## src/rtl/core/assert_macros.svh

```systemverilog
// ----------------------------------------------------------------------------
// assert_macros.svh
// Concurrent assertion wrappers; they compile away under SYNTHESIS.
// ----------------------------------------------------------------------------
`ifndef ASSERT_MACROS_SVH
`define ASSERT_MACROS_SVH

`ifndef SYNTHESIS
// prop must hold at every clock edge outside reset
`define SMF_ASSERT(label, clk, rst_n, prop) \
	label: assert property (@(posedge clk) disable iff (!rst_n) (prop)) \
		else $error("smf assertion failed");
// cons must hold in the cycle after ante
`define SMF_ASSERT_NEXT(label, clk, rst_n, ante, cons) \
	label: assert property (@(posedge clk) disable iff (!rst_n) (ante) |=> (cons)) \
		else $error("smf assertion failed");
`else
`define SMF_ASSERT(label, clk, rst_n, prop)
`define SMF_ASSERT_NEXT(label, clk, rst_n, ante, cons)
`endif

`endif

```

## src/rtl/core/smf_pkg.sv

```systemverilog
// ----------------------------------------------------------------------------
// smf_pkg
// Shared types of the sliding window median filter.
// ----------------------------------------------------------------------------
`timescale 1ns / 1ps

package smf_pkg;

	// status one cell shows its neighbors
	typedef struct packed {
		logic gt;   // held value above the incoming sample
		logic ged;  // at or above the slot being retired
		logic del;  // holds the oldest sample
	} smf_flags_t;

endpackage

```

## src/rtl/core/sliding_window_median_filter.sv

```systemverilog
// ----------------------------------------------------------------------------
// sliding_window_median_filter
// Median of the last WINDOW samples, kept as a sorted chain of cells.
//
//   channel  signals                        moves
//   in       in_valid, in_ready, sample     one converter sample per transfer
//   out      out_valid, out_ready, median   one median per input transfer
//
// One sample per cycle unless stalled; the chain re-sorts in the cycle of the
// transfer and the median shows the next cycle from the middle cells.
// in_ready is high while the result register is empty or being drained.
// Reset clears every cell to zero with distinct ages; no clearing pass.
// A stalled output holds both the result and further input.
// ----------------------------------------------------------------------------
`timescale 1ns / 1ps
`include "assert_macros.svh"

module sliding_window_median_filter import smf_pkg::*; #(
	parameter int WINDOW      = 30,
	parameter int SAMPLE_BITS = 12
) (
	input  logic                   clk,
	input  logic                   arst_n,
	input  logic                   in_valid,
	output logic                   in_ready,
	input  logic [SAMPLE_BITS-1:0] sample,
	output logic                   out_valid,
	input  logic                   out_ready,
	output logic [SAMPLE_BITS-1:0] median
);

	localparam int AW = $clog2(WINDOW);

	logic [SAMPLE_BITS-1:0] val_w [WINDOW];
	logic [AW-1:0]          age_w [WINDOW];
	smf_flags_t             flags_w [WINDOW];
	logic [WINDOW-1:0]      del_w;
	logic [WINDOW-2:0]      sorted_ok;
	logic [SAMPLE_BITS-1:0] vd;
	logic                   load;
	logic                   out_valid_q;

	assign in_ready  = !out_valid_q || out_ready;
	assign load      = in_valid && in_ready;
	assign out_valid = out_valid_q;

	always_ff @(posedge clk or negedge arst_n) begin
		if (!arst_n) begin
			out_valid_q <= 1'b0;
		end else if (load) begin
			out_valid_q <= 1'b1;
		end else if (out_ready) begin
			out_valid_q <= 1'b0;
		end
	end

	// value of the retiring entry
	always_comb begin
		vd = '0;
		for (int i = 0; i < WINDOW; i++) begin
			vd = vd | (val_w[i] & {SAMPLE_BITS{del_w[i]}});
		end
	end

	for (genvar i = 0; i < WINDOW; i++) begin : g_cell
		logic [SAMPLE_BITS-1:0] lv;
		logic [AW-1:0]          la;
		smf_flags_t             lf;
		logic [SAMPLE_BITS-1:0] rv;
		logic [AW-1:0]          ra;
		smf_flags_t             rf;

		if (i == 0) begin : g_lo
			assign lv = '0;
			assign la = '0;
			assign lf = '0;
		end else begin : g_lo
			assign lv = val_w[i-1];
			assign la = age_w[i-1];
			assign lf = flags_w[i-1];
		end

		if (i == WINDOW - 1) begin : g_hi
			assign rv = '0;
			assign ra = '0;
			assign rf = '0;
		end else begin : g_hi
			assign rv = val_w[i+1];
			assign ra = age_w[i+1];
			assign rf = flags_w[i+1];
		end

		smf_cell #(
			.WINDOW      (WINDOW),
			.SAMPLE_BITS (SAMPLE_BITS),
			.IDX         (i)
		) u_cell (
			.clk         (clk),
			.arst_n      (arst_n),
			.load        (load),
			.x           (sample),
			.vd          (vd),
			.left_val    (lv),
			.left_age    (la),
			.left_flags  (lf),
			.right_val   (rv),
			.right_age   (ra),
			.right_flags (rf),
			.val         (val_w[i]),
			.age         (age_w[i]),
			.flags       (flags_w[i])
		);

		assign del_w[i] = flags_w[i].del;

		if (i < WINDOW - 1) begin : g_ord
			assign sorted_ok[i] = val_w[i] <= val_w[i+1];
		end
	end

	if ((WINDOW % 2) != 0) begin : g_odd
		assign median = val_w[(WINDOW - 1) / 2];
	end else begin : g_even
		logic [SAMPLE_BITS:0] sum;
		assign sum    = {1'b0, val_w[WINDOW/2]} + {1'b0, val_w[WINDOW/2 - 1]};
		assign median = sum[SAMPLE_BITS:1];
	end

	`SMF_ASSERT(a_one_oldest, clk, arst_n, $onehot(del_w))
	`SMF_ASSERT(a_sorted, clk, arst_n, &sorted_ok)
	`SMF_ASSERT_NEXT(a_result_after_load, clk, arst_n, load, out_valid)
	`SMF_ASSERT_NEXT(a_hold_chain, clk, arst_n, !load, $stable(val_w[0]) && $stable(age_w[0]))

endmodule

```

## src/rtl/core/smf_cell.sv

```systemverilog
// ----------------------------------------------------------------------------
// smf_cell
// One slot of the sorted window: drops the oldest entry and inserts the new
// sample from its own value and those of its two neighbors.
// ----------------------------------------------------------------------------
`timescale 1ns / 1ps

module smf_cell import smf_pkg::*; #(
	parameter int WINDOW      = 30,
	parameter int SAMPLE_BITS = 12,
	parameter int IDX         = 0,
	localparam int AW         = $clog2(WINDOW)
) (
	input  logic                   clk,
	input  logic                   arst_n,
	input  logic                   load,
	input  logic [SAMPLE_BITS-1:0] x,
	input  logic [SAMPLE_BITS-1:0] vd,
	input  logic [SAMPLE_BITS-1:0] left_val,
	input  logic [AW-1:0]          left_age,
	input  smf_flags_t             left_flags,
	input  logic [SAMPLE_BITS-1:0] right_val,
	input  logic [AW-1:0]          right_age,
	input  smf_flags_t             right_flags,
	output logic [SAMPLE_BITS-1:0] val,
	output logic [AW-1:0]          age,
	output smf_flags_t             flags
);

	localparam logic [AW-1:0] OLDEST    = AW'(WINDOW - 1);
	localparam logic [AW-1:0] AGE_RST   = AW'(WINDOW - 1 - IDX);
	localparam logic          FIRST     = (IDX == 0);
	localparam logic          LAST_CELL = (IDX == WINDOW - 1);

	logic [SAMPLE_BITS-1:0] val_q;
	logic [AW-1:0]          age_q;

	logic                   gt;
	logic                   ged;
	logic                   r_gt;
	logic                   p_gt;
	logic [SAMPLE_BITS-1:0] r_val;
	logic [SAMPLE_BITS-1:0] p_val;
	logic [AW-1:0]          r_age;
	logic [AW-1:0]          p_age;
	logic [SAMPLE_BITS-1:0] nxt_val;
	logic [AW-1:0]          nxt_age;

	always_comb begin
		gt  = val_q > x;
		// oldest entry is first among equals, so this marks it and all above
		ged = vd <= val_q;

		// this slot after removal
		r_gt  = ged ? (LAST_CELL | right_flags.gt) : gt;
		r_val = ged ? right_val : val_q;
		r_age = ged ? right_age : age_q;

		// slot below after removal
		p_gt  = FIRST ? 1'b0 : (left_flags.ged ? gt : left_flags.gt);
		p_val = left_flags.ged ? val_q : left_val;
		p_age = left_flags.ged ? age_q : left_age;

		if (!r_gt) begin
			nxt_val = r_val;
			nxt_age = r_age + AW'(1);
		end else if (p_gt) begin
			nxt_val = p_val;
			nxt_age = p_age + AW'(1);
		end else begin
			nxt_val = x;
			nxt_age = '0;
		end
	end

	always_ff @(posedge clk or negedge arst_n) begin
		if (!arst_n) begin
			val_q <= '0;
			age_q <= AGE_RST;
		end else if (load) begin
			val_q <= nxt_val;
			age_q <= nxt_age;
		end
	end

	assign val       = val_q;
	assign age       = age_q;
	assign flags.gt  = gt;
	assign flags.ged = ged;
	assign flags.del = (age_q == OLDEST);

endmodule

```

## config.mk

```make
export PLATFORM = sky130hd
export DESIGN_NAME = sliding_window_median_filter
export DESIGN_NICKNAME = d
export VERILOG_FILES = /design/src/rtl/core/smf_pkg.sv /design/src/rtl/core/sliding_window_median_filter.sv /design/src/rtl/core/smf_cell.sv
export VERILOG_INCLUDE_DIRS = /design/src /design/src/rtl/core
export SDC_FILE = /design/constraint.sdc
export NUM_CORES = 2
export LEC_CHECK = 0
export ABC_AREA = 1
export ABC_CLOCK_PERIOD_IN_PS = 22300
export BUFFER_PORTS_ARGS = -buffer_cell sky130_fd_sc_hd__clkbuf_2
export CAP_MARGIN = 20
export CORE_ASPECT_RATIO = 1.75
export CORE_UTILIZATION = 40
export CTS_CLUSTER_DIAMETER = 120
export DETAILED_ROUTE_END_ITERATION = 8
export GPL_TIMING_DRIVEN = 0
export PLACE_DENSITY = 0.57
export SLEW_MARGIN = 20
export SYNTH_ARGS = -nofsm -noshare
export SYNTH_HDL_FRONTEND = slang
export SYNTH_HIERARCHICAL = 1
export SYNTH_SLANG_ARGS = --single-unit
export TNS_END_PERCENT = 10
```

## constraint.sdc

```tcl
create_clock -name clk -period 22.3 [get_ports clk]
set_input_delay 4.46 -clock clk [delete_from_list [all_inputs] [get_ports clk]]
set_output_delay 4.46 -clock clk [all_outputs]
set_load 0.02 [all_outputs]
```

==> results by group <==
Run status
  – Run status: completed

Timing
  – RSZ-0062 raised after global routing: no
  – Slew Limit Fails: 0
  – Setup_tns: 0 ns
  – Relative slew slack: between 15 and 20%
  – Endpoints failing hold: 0
  – Fin crit period: 9.335 ns
  – Final Setup Violations: 0
  – Worst-Margin Slew: ~1.2 ns
  – Fin crit share: a little over two fifths
  – Max Clock Skew: 0.04492 ns
  – Max Fclk: 107.1 MHz

GRT
  – Vias in the first global route: about 66k
  – Initial antenna violation count: 14
  – First-pass GRT wire length: 407100 µm
  – Total congestion overflow: 0
  – Largest net degree at the start of global routing: 76
  – Total GRT Usage: between 30% and 40%

Hold path
  – Class of the worst hold path: register to register

CTS
  – Setup Fix Bufs, Post-CTS: 0
  – TritonCTS Buffers: between 60 and 70
  – # resized after CTS: 0
  – Hold Buf Count CTS: 0
  – Clock transition at path regs: 0.06 ns
  – CTS tree: done
  – Clock Sinks: approximately 500
  – H-tree depth: 3
  – Clock Path Buffers: 3
  – Root Buffer: clkbuf_16
  – Worst-skew pair later-pin latency: 0.71 ns

Final layout
  – Final core occ: 44.27%
  – Layout net count: 11.00k
  – Layout cells sized above 1: 14.13%
  – Post-route cell area: roughly 73000 µm²
  – Syn-to-layout area delta: 9.799%

Setup path
  – Slowest cell on crit path: clkbuf_2
  – Critical setup path kind: input pin to primary output
  – CP Launch Type: input pin
  – Crit path arrival time: 4.88 ns
  – CP peak stage delay: ~0.16 ns
  – Most used cell, CP: clkbuf_2
  – Cells along the critical path: clkbuf_2 > inv_1 > nand2_1 > clkbuf_2
  – Critical path required time: about 18 ns
  – CP max FO: 2
  – CP Capture Type: primary output

Detailed routing
  – DRC: 0
  – Drt wl/cell: between 20 and 25 µm
  – Via count: 67.02k
  – DR vias/cell: approximately 5.4
  – Initial DRC Count: ~4.5k
  – DR pass1 iterations: 6
  – Remaining antenna violation count: 0
  – Final WL: 276500 µm
  – Met1 Wirelength: between 90000 and 100000 µm
  – Total length of routed met3 wires: between 15000 and 20000 µm
  – Top sig layer: met5
  – Routed wire length on met2: ~130000 µm

Die
  – Die Area: 167900 µm²
  – Starting Density: approximately two fifths
  – Die width: between 300 and 400 µm
  – Std-Cell Rows: roughly 200
  – Die H: 541.3 µm
  – IO Pins: 30
  – Core ar.: around 160000 µm²

Synth
  – Mapped Cells: 10.04k
  – Syn. warnings: 6
  – Synth Cell Area: 66480 µm²
  – Mean Syn Cell Area: about 6.6 µm²

Placed design
  – Final RePlAce weighted congestion: approximately 1
  – Placed inst area: a little over 70000 µm²
  – Port Buf Inserts: 29
  – Post-DP HPWL: ~210000 µm

Flow run
  – Max-cap viol count: 0
==> cells in the final DEF (no fill, tap or decap), types with 27 or more instances in the layout <==
master / instances
a21o_1: 30
a21oi_2: 343
inv_2: 62
inv_6: 27
nand2_8: 81
nor3_1: 69
nand3_4: 61
clkbuf_16: 70
buf_2: 65
buf_8: 29
buf_16: 29
xnor2_1: 58
nand3_1: 559
o21ai_1: 335
nor2_2: 33
o21bai_1: 29
nand2_4: 39
nand2_1: 2358
inv_1: 2123
o21ai_0: 200
ha_1: 790
nor2_1: 476
xor2_1: 34
buf_6: 95
buf_4: 115
or2_2: 27
nand4_1: 200
nand3_2: 30
clkbuf_8: 27
a22oi_1: 29
dfstp_2: 71
nor3_2: 58
nand2_2: 116
a21oi_1: 1022
dfrtp_1: 440
==> through the flow <==
step,hold slack [ns],cells,setup WS (ns)
floorplan,0.4590,10043,7.052
global placement,0.4915,12261,-2.312
detailed placement,0.4926,12309,12.96
CTS,0.5042,12429,12.96
global route,0.5330,12430,12.95
finish,0.4975,12437,12.96
==> critical path, delay by kind of cell <==
family,cells,cell delay (ns)
AND/OR/NAND/NOR,1,0.08
buffers and inverters,3,0.33
==> per-layer routing <==
layer / GRT usage (%) / vias up
li1: - / 32317
met1: 32.11 / 31195
met2: 56.29 / 2354
met3: 6.376 / 1139
met4: 31.02 / 16
met5: 0 / -
==> path summary, 6_finish.rpt <==
kind	cells past startpoint	slack (ns)	end	start
max in group asynchronous	4	16.86	g_cell[14].u_cell/age[1]$_DFFE_PN1P_	arst_n
worst max register to register	28	16.11	g_cell[21].u_cell/age[4]$_DFFE_PN0P_	g_cell[7].u_cell/age[2]$_DFFE_PN1P_
worst min-delay path	2	0.50	g_cell[0].u_cell/age[4]$_DFFE_PN1P_	g_cell[0].u_cell/age[4]$_DFFE_PN1P_
worst min register to register	2	0.50	g_cell[0].u_cell/age[4]$_DFFE_PN1P_	g_cell[0].u_cell/age[4]$_DFFE_PN1P_
worst max-delay path	4	12.96	in_ready	out_ready
min in group asynchronous	1	3.73	out_valid$_DFFE_PN0P_	arst_n
==> sequential cells by signal (all words and copies together) (netlist names) <==
register,count
g_cell.u_cell/age,150
g_cell.u_cell/val,360
out_valid,1
==> area by class of cell <==
cell class	instances	area, µm²
Fill cell	17290	91900
Multi-Input combinational cell	7023	42700
Sequential cell	511	12880
Inverter	2212	8436
Tap cell	2189	2739
Buffer	297	2594
Clock buffer	100	2044
Timing Repair Buffer	77	1341
Clock inverter	20	244.0
Antenna cell	8	20.02
Power is not shown: default switching activity piles up to over one toggle a cycle in this logic, so the estimate is an artifact.
